### src/rtl/core/cts_pkg.sv
`default_nettype none

package cts_pkg;

   // menu position, also the menu_state code on the result word
   typedef enum logic [3:0] {
      POS_RUN      = 4'd0,
      POS_DATE     = 4'd1,
      POS_MONTH    = 4'd2,
      POS_YEAR     = 4'd3,
      POS_WDAY     = 4'd4,
      POS_HOUR     = 4'd5,
      POS_MIN      = 4'd6,
      POS_SEC      = 4'd7,
      POS_ON_HOUR  = 4'd8,
      POS_ON_MIN   = 4'd9,
      POS_OFF_HOUR = 4'd10,
      POS_OFF_MIN  = 4'd11
   } pos_type;

   typedef enum logic [2:0] {
      MODE_SNAP  = 3'd0,
      MODE_CLOCK = 3'd1,
      MODE_START = 3'd2,
      MODE_STOP  = 3'd3,
      MODE_PLUS  = 3'd4,
      MODE_MINUS = 3'd5,
      MODE_SET   = 3'd6
   } mode_type;

   typedef enum logic [1:0] {
      TGT_NONE  = 2'd0,
      TGT_CLOCK = 2'd1,
      TGT_NV    = 2'd2
   } target_type;

   typedef enum logic [1:0] {
      CMD_SINGLE = 2'd0,
      CMD_CLOCK  = 2'd1,
      CMD_NV     = 2'd2
   } cmd_kind_type;

   localparam int CLK_REGS = 7;
   localparam int NV_REGS  = 2;
   localparam logic [2:0] LAST_CLK_REG = 3'(CLK_REGS - 1);
   localparam logic [2:0] LAST_NV_REG  = 3'(NV_REGS - 1);
   localparam logic [2:0] WDAY_REG     = 3'd3;
   localparam logic [2:0] NV_ON_BASE   = 3'd0;
   localparam logic [2:0] NV_OFF_BASE  = 3'd2;

   typedef struct packed {
      logic [2:0] mode;
      logic [7:0] sec_bcd;
      logic [7:0] min_bcd;
      logic [7:0] hour_bcd;
      logic [7:0] weekday_raw;
      logic [7:0] date_bcd;
      logic [7:0] month_bcd;
      logic [7:0] year_bcd;
   } req_type;

   typedef struct packed {
      logic [3:0] menu_state;
      logic [7:0] shown_value;
      logic [1:0] write_target;
      logic [2:0] write_address;
      logic [7:0] write_data;
      logic       last;
   } rsp_type;

   // classified work handed from front to back
   typedef struct packed {
      cmd_kind_type          kind;
      logic [3:0]            state;
      logic [7:0]            shown;
      logic [2:0]            base;
      logic [CLK_REGS-1:0][7:0] vals;
   } cmd_type;

   typedef struct packed {
      logic valid;
      logic full;
   } q_status_type;

endpackage

`default_nettype wire

### src/rtl/core/cts_front.sv
`default_nettype none

module cts_front
   import cts_pkg::*;
(
   input  wire logic         clock,
   input  wire logic         reset,
   input  wire logic         accept,
   input  wire req_type      req,
   output cmd_type          cmd
);

   pos_type               pos_ff, pos_in;
   logic [11:1][7:0]      fld_ff, fld_in;
   logic [7:0]            cur;
   logic [7:0]            nv;

   function automatic logic [7:0] bcd_in(input logic [7:0] b);
      logic [7:0] hi;
      hi = {4'd0, b[7:4]};
      return (hi << 3) + (hi << 1) + {4'd0, b[3:0]};
   endfunction

   function automatic logic [7:0] step(input pos_type p, input logic up,
                                        input logic [7:0] v);
      logic [7:0] lo;
      logic [7:0] hi;
      lo = 8'd0;
      hi = 8'd59;
      unique case (p)
         POS_DATE:  begin lo = 8'd1; hi = 8'd31; end
         POS_MONTH: begin lo = 8'd1; hi = 8'd12; end
         POS_YEAR:  hi = 8'd99;
         POS_HOUR, POS_ON_HOUR, POS_OFF_HOUR: hi = 8'd23;
         default:   hi = 8'd59;
      endcase
      if (p == POS_WDAY) begin
         // weekday wraps 1..7
         if (up) return (v >= 8'd7) ? 8'd1 : v + 8'd1;
         else    return (v <= 8'd1) ? 8'd7 : v - 8'd1;
      end
      if (up) return (v >= hi) ? hi : v + 8'd1;
      else    return (v <= lo) ? lo : v - 8'd1;
   endfunction

   always_ff @(posedge clock) begin
      if (reset) begin
         pos_ff <= POS_RUN;
         fld_ff <= '0;
      end else begin
         pos_ff <= pos_in;
         fld_ff <= fld_in;
      end
   end

   always_comb begin
      pos_in    = pos_ff;
      fld_in    = fld_ff;
      cmd       = '0;
      cmd.kind  = CMD_SINGLE;
      cmd.state = pos_ff;
      cur       = '0;
      if (pos_ff != POS_RUN) cur = fld_ff[pos_ff];
      cmd.shown = cur;
      nv        = step(pos_ff, req.mode == MODE_PLUS, cur);
      if (accept) begin
         if (pos_ff == POS_RUN) begin
            unique case (mode_type'(req.mode))
               MODE_SNAP: begin
                  fld_in[POS_SEC]   = bcd_in(req.sec_bcd);
                  fld_in[POS_MIN]   = bcd_in(req.min_bcd);
                  fld_in[POS_HOUR]  = bcd_in(req.hour_bcd);
                  fld_in[POS_WDAY]  = req.weekday_raw;
                  fld_in[POS_DATE]  = bcd_in(req.date_bcd);
                  fld_in[POS_MONTH] = bcd_in(req.month_bcd);
                  fld_in[POS_YEAR]  = bcd_in(req.year_bcd);
               end
               MODE_CLOCK: begin
                  pos_in    = POS_DATE;
                  cmd.shown = fld_ff[POS_DATE];
               end
               MODE_START: begin
                  pos_in    = POS_ON_HOUR;
                  cmd.shown = fld_ff[POS_ON_HOUR];
               end
               MODE_STOP: begin
                  pos_in    = POS_OFF_HOUR;
                  cmd.shown = fld_ff[POS_OFF_HOUR];
               end
               default: ;
            endcase
            cmd.state = pos_in;
         end else begin
            unique case (mode_type'(req.mode))
               MODE_PLUS, MODE_MINUS: begin
                  fld_in[pos_ff] = nv;
                  cmd.shown      = nv;
               end
               MODE_SET: begin
                  priority if (pos_ff == POS_SEC) begin
                     pos_in       = POS_RUN;
                     cmd.kind     = CMD_CLOCK;
                     cmd.state    = POS_RUN;
                     cmd.shown    = '0;
                     cmd.vals[0]  = fld_ff[POS_SEC];
                     cmd.vals[1]  = fld_ff[POS_MIN];
                     cmd.vals[2]  = fld_ff[POS_HOUR];
                     cmd.vals[3]  = fld_ff[POS_WDAY];
                     cmd.vals[4]  = fld_ff[POS_DATE];
                     cmd.vals[5]  = fld_ff[POS_MONTH];
                     cmd.vals[6]  = fld_ff[POS_YEAR];
                  end else if (pos_ff == POS_ON_MIN) begin
                     pos_in      = POS_RUN;
                     cmd.kind    = CMD_NV;
                     cmd.state   = POS_RUN;
                     cmd.shown   = '0;
                     cmd.base    = NV_ON_BASE;
                     cmd.vals[0] = fld_ff[POS_ON_HOUR];
                     cmd.vals[1] = fld_ff[POS_ON_MIN];
                  end else if (pos_ff == POS_OFF_MIN) begin
                     pos_in      = POS_RUN;
                     cmd.kind    = CMD_NV;
                     cmd.state   = POS_RUN;
                     cmd.shown   = '0;
                     cmd.base    = NV_OFF_BASE;
                     cmd.vals[0] = fld_ff[POS_OFF_HOUR];
                     cmd.vals[1] = fld_ff[POS_OFF_MIN];
                  end else begin
                     pos_in    = pos_type'(pos_ff + 4'd1);
                     cmd.state = pos_in;
                     cmd.shown = fld_ff[pos_in];
                  end
               end
               default: ;
            endcase
         end
      end
   end

endmodule

`default_nettype wire

### src/rtl/core/cts_queue.sv
`default_nettype none

module cts_queue
   import cts_pkg::*;
(
   input  wire logic         clock,
   input  wire logic         reset,
   input  wire logic         push,
   input  wire cmd_type      push_cmd,
   input  wire logic         pop,
   output cmd_type          head,
   output q_status_type     status
);

   cmd_type      slot_ff [2];
   logic         wr_ptr_ff, wr_ptr_in;
   logic         rd_ptr_ff, rd_ptr_in;
   logic [1:0]   cnt_ff, cnt_in;

   always_ff @(posedge clock) begin
      if (reset) begin
         wr_ptr_ff <= 1'b0;
         rd_ptr_ff <= 1'b0;
         cnt_ff    <= 2'd0;
      end else begin
         wr_ptr_ff <= wr_ptr_in;
         rd_ptr_ff <= rd_ptr_in;
         cnt_ff    <= cnt_in;
      end
   end

   always_ff @(posedge clock) begin
      if (push) slot_ff[wr_ptr_ff] <= push_cmd;
   end

   always_comb begin
      wr_ptr_in = push ? ~wr_ptr_ff : wr_ptr_ff;
      rd_ptr_in = pop  ? ~rd_ptr_ff : rd_ptr_ff;
      cnt_in    = cnt_ff + {1'b0, push} - {1'b0, pop};
   end

   assign head         = slot_ff[rd_ptr_ff];
   assign status.valid = (cnt_ff != 2'd0);
   assign status.full  = (cnt_ff == 2'd2);

endmodule

`default_nettype wire

### src/rtl/core/cts_back.sv
`default_nettype none

module cts_back
   import cts_pkg::*;
(
   input  wire logic         clock,
   input  wire logic         reset,
   input  wire cmd_type      head,
   input  wire q_status_type status,
   output logic             pop,
   output logic             rsp_valid,
   input  wire logic         rsp_stall,
   output rsp_type          rsp_word
);

   logic [2:0]  idx_ff, idx_in;
   logic        valid_ff, valid_in;
   rsp_type     word_ff, word_in;
   logic        adv;
   logic        fin;
   logic [7:0]  val;

   // v/10 by reciprocal, exact for all 8-bit v
   function automatic logic [7:0] bcd_out(input logic [7:0] v);
      logic [15:0] prod;
      logic [4:0]  q;
      logic [7:0]  r;
      prod = {8'd0, v} * 16'd205;
      q    = prod[15:11];
      r    = v - ({3'd0, q} << 3) - ({3'd0, q} << 1);
      return {q[3:0], r[3:0]};
   endfunction

   always_ff @(posedge clock) begin
      if (reset) begin
         idx_ff   <= 3'd0;
         valid_ff <= 1'b0;
      end else begin
         idx_ff   <= idx_in;
         valid_ff <= valid_in;
      end
   end

   always_ff @(posedge clock) begin
      word_ff <= word_in;
   end

   always_comb begin
      adv      = !valid_ff || !rsp_stall;
      val      = head.vals[idx_ff];
      fin      = 1'b1;
      word_in  = word_ff;
      valid_in = valid_ff;
      idx_in   = idx_ff;
      pop      = 1'b0;
      unique case (head.kind)
         CMD_CLOCK: fin = (idx_ff == LAST_CLK_REG);
         CMD_NV:    fin = (idx_ff == LAST_NV_REG);
         default:   fin = 1'b1;
      endcase
      if (adv) begin
         valid_in = status.valid;
         if (status.valid) begin
            word_in               = '0;
            word_in.menu_state    = head.state;
            word_in.shown_value   = head.shown;
            word_in.last          = fin;
            unique case (head.kind)
               CMD_CLOCK: begin
                  word_in.write_target  = TGT_CLOCK;
                  word_in.write_address = idx_ff;
                  // weekday goes out unconverted
                  word_in.write_data    = (idx_ff == WDAY_REG) ? val : bcd_out(val);
               end
               CMD_NV: begin
                  word_in.write_target  = TGT_NV;
                  word_in.write_address = head.base + idx_ff;
                  word_in.write_data    = val;
               end
               default: word_in.write_target = TGT_NONE;
            endcase
            pop    = fin;
            idx_in = fin ? 3'd0 : idx_ff + 3'd1;
         end
      end
   end

   assign rsp_valid = valid_ff;
   assign rsp_word  = word_ff;

endmodule

`default_nettype wire

### src/rtl/core/clock_time_set_menu.sv
`default_nettype none

// channel | ports                         | word type | accepted when
// --------+-------------------------------+-----------+--------------------
// input   | req_valid req_stall req_word  | req_type  | req_valid & !req_stall
// result  | rsp_valid rsp_stall rsp_word  | rsp_type  | rsp_valid & !rsp_stall
//
// Results: the back end sends one result word per cycle unless rsp_stall
// holds it; a snapshot or key gives one word, a start/stop store two and a
// clock store seven.
// Reset: synchronous, clears the menu position, held fields, queue and output.
// Stalls: a two-deep command queue sits between front and back; req_stall
// rises only when it is full, rsp_stall only freezes the back end.

module clock_time_set_menu
   import cts_pkg::*;
(
   input  wire logic    clock,
   input  wire logic    reset,
   input  wire logic    req_valid,
   output logic        req_stall,
   input  wire req_type req_word,
   output logic        rsp_valid,
   input  wire logic    rsp_stall,
   output rsp_type     rsp_word
);

   logic         accept;
   logic         pop;
   cmd_type      cmd;
   cmd_type      head;
   q_status_type status;

   // front applies the word to the menu state at once; back replays results
   assign req_stall = status.full;
   assign accept    = req_valid && !status.full;

   cts_front u_front (
      .clock  (clock),
      .reset  (reset),
      .accept (accept),
      .req    (req_word),
      .cmd    (cmd)
   );

   cts_queue u_queue (
      .clock    (clock),
      .reset    (reset),
      .push     (accept),
      .push_cmd (cmd),
      .pop      (pop),
      .head     (head),
      .status   (status)
   );

   cts_back u_back (
      .clock     (clock),
      .reset     (reset),
      .head      (head),
      .status    (status),
      .pop       (pop),
      .rsp_valid (rsp_valid),
      .rsp_stall (rsp_stall),
      .rsp_word  (rsp_word)
   );

endmodule

`default_nettype wire

### config.mk
export PLATFORM = sky130hd
export DESIGN_NAME = clock_time_set_menu
export DESIGN_NICKNAME = d
export VERILOG_FILES = /design/src/rtl/core/cts_pkg.sv /design/src/rtl/core/cts_front.sv /design/src/rtl/core/cts_queue.sv /design/src/rtl/core/cts_back.sv /design/src/rtl/core/clock_time_set_menu.sv
export SDC_FILE = /design/constraint.sdc
export NUM_CORES = 1
export LEC_CHECK = 0
export ABC_AREA = 1
export BUFFER_PORTS_ARGS = -buffer_cell sky130_fd_sc_hd__clkbuf_2
export CORE_UTILIZATION = 45
export DETAILED_ROUTE_END_ITERATION = 8
export PLACE_DENSITY = 0.65
export RECOVER_POWER = 25
export SYNTH_ARGS = -nofsm -noshare
export SYNTH_HDL_FRONTEND = slang
export SYNTH_HIERARCHICAL = 1
export SYNTH_SLANG_ARGS = --single-unit
export TNS_END_PERCENT = 20
### constraint.sdc
create_clock -name clock -period 7 [get_ports clock]
set_input_delay 1.4 -clock clock [delete_from_list [all_inputs] [get_ports clock]]
set_output_delay 1.4 -clock clock [all_outputs]
set_load 0.1 [all_outputs]
**Word level (Yosys, flattened, before mapping)**

Memories as Yosys holds them, arrays and structs flattened. A register that Yosys moved wholly into a read port is not among the register bits.
Cells that the tools add are included.

- Memory bits (writable): 146
- Input bits: 63
- Output and inout bits: 28
- Logic and storage cells: 158
- Memories kept: 1
- Register bits after elaboration: 126

Memories:

| memory | depth | width | read ports | clocked after Yosys merged registers in | write ports | line | source |
|---|---|---|---|---|---|---|---|
| u_queue.slot_ff | 2 | 73 | 1 | 1 | 1 | cts_queue.sv:15 | `cmd_type slot_ff [2];` |

- Multipliers: 1
- Reductions and logical operators: 19
- Bitwise gates (word level): 3
- Eq/ne operators: 23
- $add $sub $neg: 21
- Order comparisons: 8
- Mux-type cells: 59

Operator list:

| cell | number |
|---|---|
| two-way mux 56 bit | 3 |
| two-way mux 59 bit | 2 |
| two-way mux 8 bit | 14 |
| bitwise mux 88 bit | 1 |
| two-way mux 73 bit | 1 |
| binary-select mux 8 bit (select 4 bit) | 2 |
| adder 7 x 5 -> 8 bit | 6 |
| adder 8 x 4 -> 8 bit | 6 |
| two-way mux 16 bit | 3 |
| two-way mux 40 bit | 1 |
| demux 8 bit (select 4 bit) | 1 |
| case mux 7 bit (4 select lines) | 1 |
| binary-select mux 8 bit (select 3 bit) | 1 |
| two-way mux 12 bit | 2 |
| case mux 8 bit (3 select lines) | 1 |
| case mux 11 bit (2 select lines) | 1 |
| two-way mux 4 bit | 5 |
| two-way mux 17 bit | 1 |
| == test 4 bit (second input constant) | 4 |
| case mux 8 bit (2 select lines) | 1 |
| multiplier 8 x 8 -> 15 bit (second input constant) | 1 |
| two-way mux 14 bit | 1 |
| == test 3 bit (second input constant) | 4 |
| == test 4 x 3 -> 1 bit (second input constant) | 3 |
| other kinds (41) | 68 |

**Logic depth before layout (Yosys ltp)**

Gate-level depths: netlist of the first run.

- Depth in word-level cells: 11
- Gate-level depth with buffers: 35
- Depth with buffers taken out: 33

**Modules after synthesis**

Netlist of the first run, hierarchy kept.

By module, submodules not included:

| module | instances | cells an instance | seq. area each (sq um) | area each (sq um) |
|---|---|---|---|---|
| cts_front | 1 | 1527 | 1841.8 | 9198.8 |
| cts_queue | 1 | 258 | 4484.3 | 5844.4 |
| cts_back | 1 | 401 | 860.8 | 3129.3 |
| clock_time_set_menu | 1 | 2 | 0.0 | 10.0 |

**Least setup slack after synthesis of the first run**

OpenSTA, ideal clock, no wires.

- Path kind: input-to-reg
- From: input port req_valid
- To: memory u_queue/slot_ff[0][0] (netlist name), enable pin
- Path buffers: 0
- Data required time: 6.495 ns
- Arrival: 4.693 ns
- Stages on the path: 4
- Slack: 1.802 ns
- Library setup time: 0.505 ns
- Path through: inv_1 nor2_2 inv_1 nor2_1

- Longest elaborated chain between the ends: 3

Ends and longest elaborated chain:

| item | line | source |
|---|---|---|
| start: declaration | clock_time_set_menu.sv:20 | `input wire logic req_valid,` |
| logical AND 1 bit | clock_time_set_menu.sv:36 | `assign accept = req_valid && !status.full;` |
| via accept | clock_time_set_menu.sv:28 | `logic accept;` |
| two-way mux 1 bit | cts_queue.sv:33 | `if (push) slot_ff[wr_ptr_ff] <= push_cmd;` |
| two-way mux 1 bit (not written as such) | cts_queue.sv:33 |  |
| end: declaration | cts_queue.sv:15 |  |

The timed path passes the listed nets, and every way through them passes these cells.

==> impl_metrics.toml, run 1 <==
[yosys]
synthTopCellsByCount = "nand2_1, inv_1, nor2_1"
yosysWarningCount = 6
yosysTopAreaCellShare = 0.284
synth-seq-area-share = 0.395
synth.most_common_cell = "nand2_1"
synthTopCellsByArea = "edfxtp_1, dfxtp_1, nand2_1"
synthArstFlopShare = 0
synthCells = 2188
synth_area_leader_cell = "edfxtp_1"
synth_cell_types = 57
avgSynthCellArea_um2 = 8.31
syn-cell-area_um2 = 18200
synth_edf_count = 172
ys_ff_latch = 273
ys.flop_type = "edfxtp_1"

[final_layout]
drive_gt1_frac = 0.129
final_util = 0.501
fillerInstances = 3845
fin_cells = 2797
areaGrowthSynthToFinish_pct = 9.72
n_antenna_cell = 0
final_net_count = 2440

[place]
io_buffers = 90
place_hpwl_um = 42300
gp_congestion = 1.01
dp.cells = 2739

[routing]
vias_per_cell = 5.62
dr.first_iter.drc_count = 1611
drc = 0
dr.pass1.iters = 5
routedWlPerCell_um = 20.2
final_antenna_net_count = 0
vias = 15700
routed_wl_um = 56500

[sta]
drv_slew = 141
finalSetupViolations = 0
finClkSkew_ps = 14.2
holdWs_ps = 495
rsz0062_at_grt = "false"
max_slew_margin = -1.81
fmax_mhz = 168
hold_viol_final = 0
fin_crit_ps = 5960
tightest_slew_ps = 4210
fin_crit_sh = 0.852
setup_tns_ps = 0

[clocking]
clk_pin_slew_worst_paths_ps = 60
htree_num_levels = 1
clock_path_buffers = 3
cts_tree = "built"
holdBufCountCts = 0
post_cts_resized = 0
numCtsBuffers = 31
clock-sinks = 273
postCtsSetupRepairBufs = 0
cts-root-buf = "clkbuf_16"
clk_latency_ps = 590

[global_route]
grt_pass1_wl_um = 86900
antenna_found_initial = 0
grt_pass1_vias = 15200
gr-total-overflow = 0
grt.total_usage = 0.274
grt_max_degree = 74

[setup_path]
worstPathRequired_ps = 7340
crit_type = "reg -> reg"
r2r_setup_slack_ps = 1040
cp-start-kind = "register"
critPathArrivalTime_ps = 6300
crit_path_frequent_cell = "nand2_1"
crit_path_max_fanout = 25
path_buf_inv = 5
path_depth = 29
crit_path_max_incr_delay_ps = 630
reg2reg_depth = 29
crit_path_end = "u_back/rsp_word[4]"
slowest_stage = "dfxtp_4"
crit_family = "adder cells"
cp-end-kind = "register"
r2r_end = "u_back/rsp_word[4]"

[hold_path]
hp-class = "reg -> reg"
worst_hold_startpoint = "u_back/rsp_valid"

[job]
drv_cap = 3

[floorplanning]
die_y_um = 203
die_w_um = 203
coreArea_um2 = 39800
io_pins = 91
die_area_um2 = 41200
fp-row-count = 73
initial_core_util = 0.457

[status]
status = "complete, but fails checks"
violations = "max-capacitance violations, max-slew violations"
==> sequential cells by signal (all words and copies together) (netlist names), named ones only <==
name / cells
u_back/idx_ff: 3
u_queue/wr_ptr_ff: 1
u_front/fld_ff: 88
u_back/rsp_word: 26
u_back/rsp_valid: 1
u_queue/cnt_ff: 2
u_queue/rd_ptr_ff: 1
u_queue/slot_ff: 146
u_front/pos_ff: 4
==> worst min path at each step <==
stage                                to  cells past startpoint
floorplan                      register                      2
global placement       u_back/rsp_valid                      2
detailed placement     u_back/rsp_valid                      2
CTS                    u_back/rsp_valid                      2
global route        u_back/rsp_word[24]                      1
finish                 u_back/rsp_valid                      2
==> cell families (layout without fill, tap and decap cells) <==
| family | after synthesis | in the layout | synth area share |
|---|---|---|---|
| flops | 273 | 273 | 0.395 |
| other cells | 1 | 2 | 0.000206 |
| fa+ha+maj | 130 | 130 | 0.0990 |
| mux | 73 | 73 | 0.0597 |
| simple gates | 797 | 797 | 0.191 |
| compound gates | 508 | 508 | 0.153 |
| buf+inv | 393 | 476 | 0.0957 |
| xor+xnor | 13 | 13 | 0.00626 |
==> tightest hold or removal path: stages, from the launching register on <==
cell	delay (ps)
dfxtp_1	310
nand2_1	80
a21oi_1	60
==> per-stage QoR <==
stage	instance area, µm²	setup slack [ps]
2_1_floorplan	18200	1800
3_3_place_gp	18900	1130
3_5_place_dp	18900	1050
4_1_cts	20000	1040
5_1_grt	20000	622
6_report	20000	1040
==> layout make-up <==
type                            count  area [µm²]  share of cell area
Clock buffer                       32         779              0.0391
Clock inverter                     26         345              0.0173
Inverter                          300        1130              0.0567
Multi-Input combinational cell   1523        9230               0.463
Sequential cell                   273        7190               0.360
Tap cell                          525         657              0.0329
Timing Repair Buffer              118         612              0.0307
==> routing by layer <==
| layer | global-route usage | vias to the layer above | part of all wire |
|---|---|---|---|
| met2 | 0.446 | 640 | 0.46 |
| met1 | 0.359 | 7463 | 0.42 |
| li1 | - | 7479 | - |
| met5 | 0 | - | 0 |
| met3 | 0.0327 | 144 | 0.065 |
| met4 | 0.140 | 0 | 0.055 |
==> cell usage in the layout (no fill, tap or decap), types with 15 or more instances in the layout <==
cell,count
ha_1,107
edfxtp_1,172
nand2_1,420
nor2_1,195
mux2_4,60
clkbuf_16,31
inv_2,16
clkbuf_1,32
buf_4,24
a21oi_1,181
nand3_1,89
inv_1,280
clkbuf_2,63
nand4_1,16
a31oi_1,34
o21ai_0,186
fa_1,23
dfxtp_1,99
o211ai_1,21
a221oi_1,15
o21ai_1,35
Power of run 1 is left out: the tool's default activity adds up to more than one toggle a clock period on the data nets, which glitch-free logic cannot reach.
==> inputs of run 2 (changes only) <==
==> constraint.sdc (replaced) <==
create_clock -name clock -period 7.6 [get_ports clock]
set_input_delay 1.52 -clock clock [delete_from_list [all_inputs] [get_ports clock]]
set_output_delay 1.52 -clock clock [all_outputs]
set_load 0.1 [all_outputs]
==> impl_metrics.toml, run 2 (synthesis results as in run 1) <==
[status]
status = "complete, but fails checks"
violations = "max-capacitance violations, max-slew violations"

[sta]
fmax_mhz = 165
finalSetupViolations = 0
hold_viol_final = 0
drv_slew = 106
rsz0062_at_grt = "false"
fin_ws_ps = 1560
finClkSkew_ps = 18.8
tightest_slew_ps = 3320
setup_tns_ps = 0
fin_crit_ps = 6040
max_slew_margin = -1.22
fin_crit_sh = 0.795

[final_layout]
most-common-layout-cells = "nand2_1, inv_1, nor2_1"
areaGrowthSynthToFinish_pct = 8.84
final_common_cell = "nand2_1"
final_net_count = 2434
fillerInstances = 3958
largest-register = "u_queue/slot_ff"
fin_cells = 2791
largest_register_ffs = 146
drive_gt1_frac = 0.128
n_antenna_cell = 0
final_util = 0.497

[routing]
final_antenna_net_count = 0
routed_wl_um = 56700
dr.first_iter.drc_count = 1574
routedWlPerCell_um = 20.3
vias_per_cell = 5.60
dr.pass1.iters = 6
vias = 15600
drc = 0

[clocking]
clock_path_buffers = 3
numCtsBuffers = 31
clock-sinks = 273
postCtsSetupRepairBufs = 0
post_cts_resized = 0
clk_pin_slew_worst_paths_ps = 60
holdBufCountCts = 0
htree_num_levels = 1
cts-root-buf = "clkbuf_16"
cts_tree = "built"
clk_latency_ps = 580

[floorplanning]
die_area_um2 = 41200
initial_core_util = 0.457
io_pins = 91
die_y_um = 203
die_w_um = 203
fp-row-count = 73
coreArea_um2 = 39800

[setup_path]
critPathArrivalTime_ps = 6390
r2r_end = "u_back/rsp_word[4]"
reg2reg_depth = 27
cp-start-kind = "register"
worstPathRequired_ps = 7940
crit_path_max_fanout = 45
r2r_setup_slack_ps = 1560
crit_type = "reg -> reg"
cp-end-kind = "register"

[place]
gp_congestion = 1.00
place_hpwl_um = 42500
dp.cells = 2733
pre_cts_ws_ps = 1550
io_buffers = 90

[global_route]
gr-total-overflow = 0
grt.total_usage = 0.276
grt_pass1_wl_um = 86600
grt_pass1_vias = 14800
antenna_found_initial = 0
grt_max_degree = 80

[hold_path]
min_to = "u_back/rsp_valid"
holdPathStages = 2
hp-class = "reg -> reg"
worst_hold_startpoint = "u_back/rsp_valid"

[job]
drv_cap = 4
## run 2: how the worst max path moves through the flow
stage | slack, ps | to | from
2_1_floorplan | 2280 | u_queue/slot_ff[0][0] | req_valid
3_3_place_gp | 1640 | u_back/rsp_word[4] | register
3_5_place_dp | 1550 | u_back/rsp_word[4] | register
4_1_cts | 1540 | u_back/rsp_word[4] | register
5_1_grt | 1080 | u_back/rsp_word[4] | register
6_report | 1560 | u_back/rsp_word[4] | register
## run 2: per-stage QoR
stage	hold WS [ps]	area, µm²
finish	487	19800
global route	533	19800
CTS	492	19900
detailed placement	484	18900
global placement	482	18900
floorplan	481	18200
## run 2: cell type report
class | count | area, µm² | area share
multi-input cells | 1523 | 9230 | 0.466
clock buffers | 46 | 886 | 0.0448
well taps | 525 | 657 | 0.0332
repair buffers | 112 | 591 | 0.0298
clock inverters | 12 | 104 | 0.00525
flip-flops and latches | 273 | 7190 | 0.363
inverters | 300 | 1130 | 0.0572
## run 2: layer usage
layer | track usage | up-vias | routed length (µm)
met5 | 0 | - | 0
met4 | 0.141 | 0 | 2970
met3 | 0.0247 | 124 | 3460
met2 | 0.458 | 601 | 26600
met1 | 0.359 | 7421 | 23700
li1 | - | 7474 | -
## run 2: critical path, cell delays in order, from the launching register on
cell	delay, ps
dfxtp_4	890
mux2_4	350
o21ai_0	140
o2bb2ai_1	70
o21ai_0	440
inv_1	200
ha_1	380
fa_1	540
inv_1	50
fa_1	530
inv_1	40
ha_1	290
ha_1	340
nand2_1	110
nor2_1	140
nand2_1	100
nand3_1	100
nand2_1	70
ha_1	190
inv_1	90
xor2_1	180
nand3_1	130
nand2_1	90
nand2_1	50
nand3_1	60
nand3_1	70
nand2_1	60
nand2_1	50
Power of run 2 is left out for the same reason.
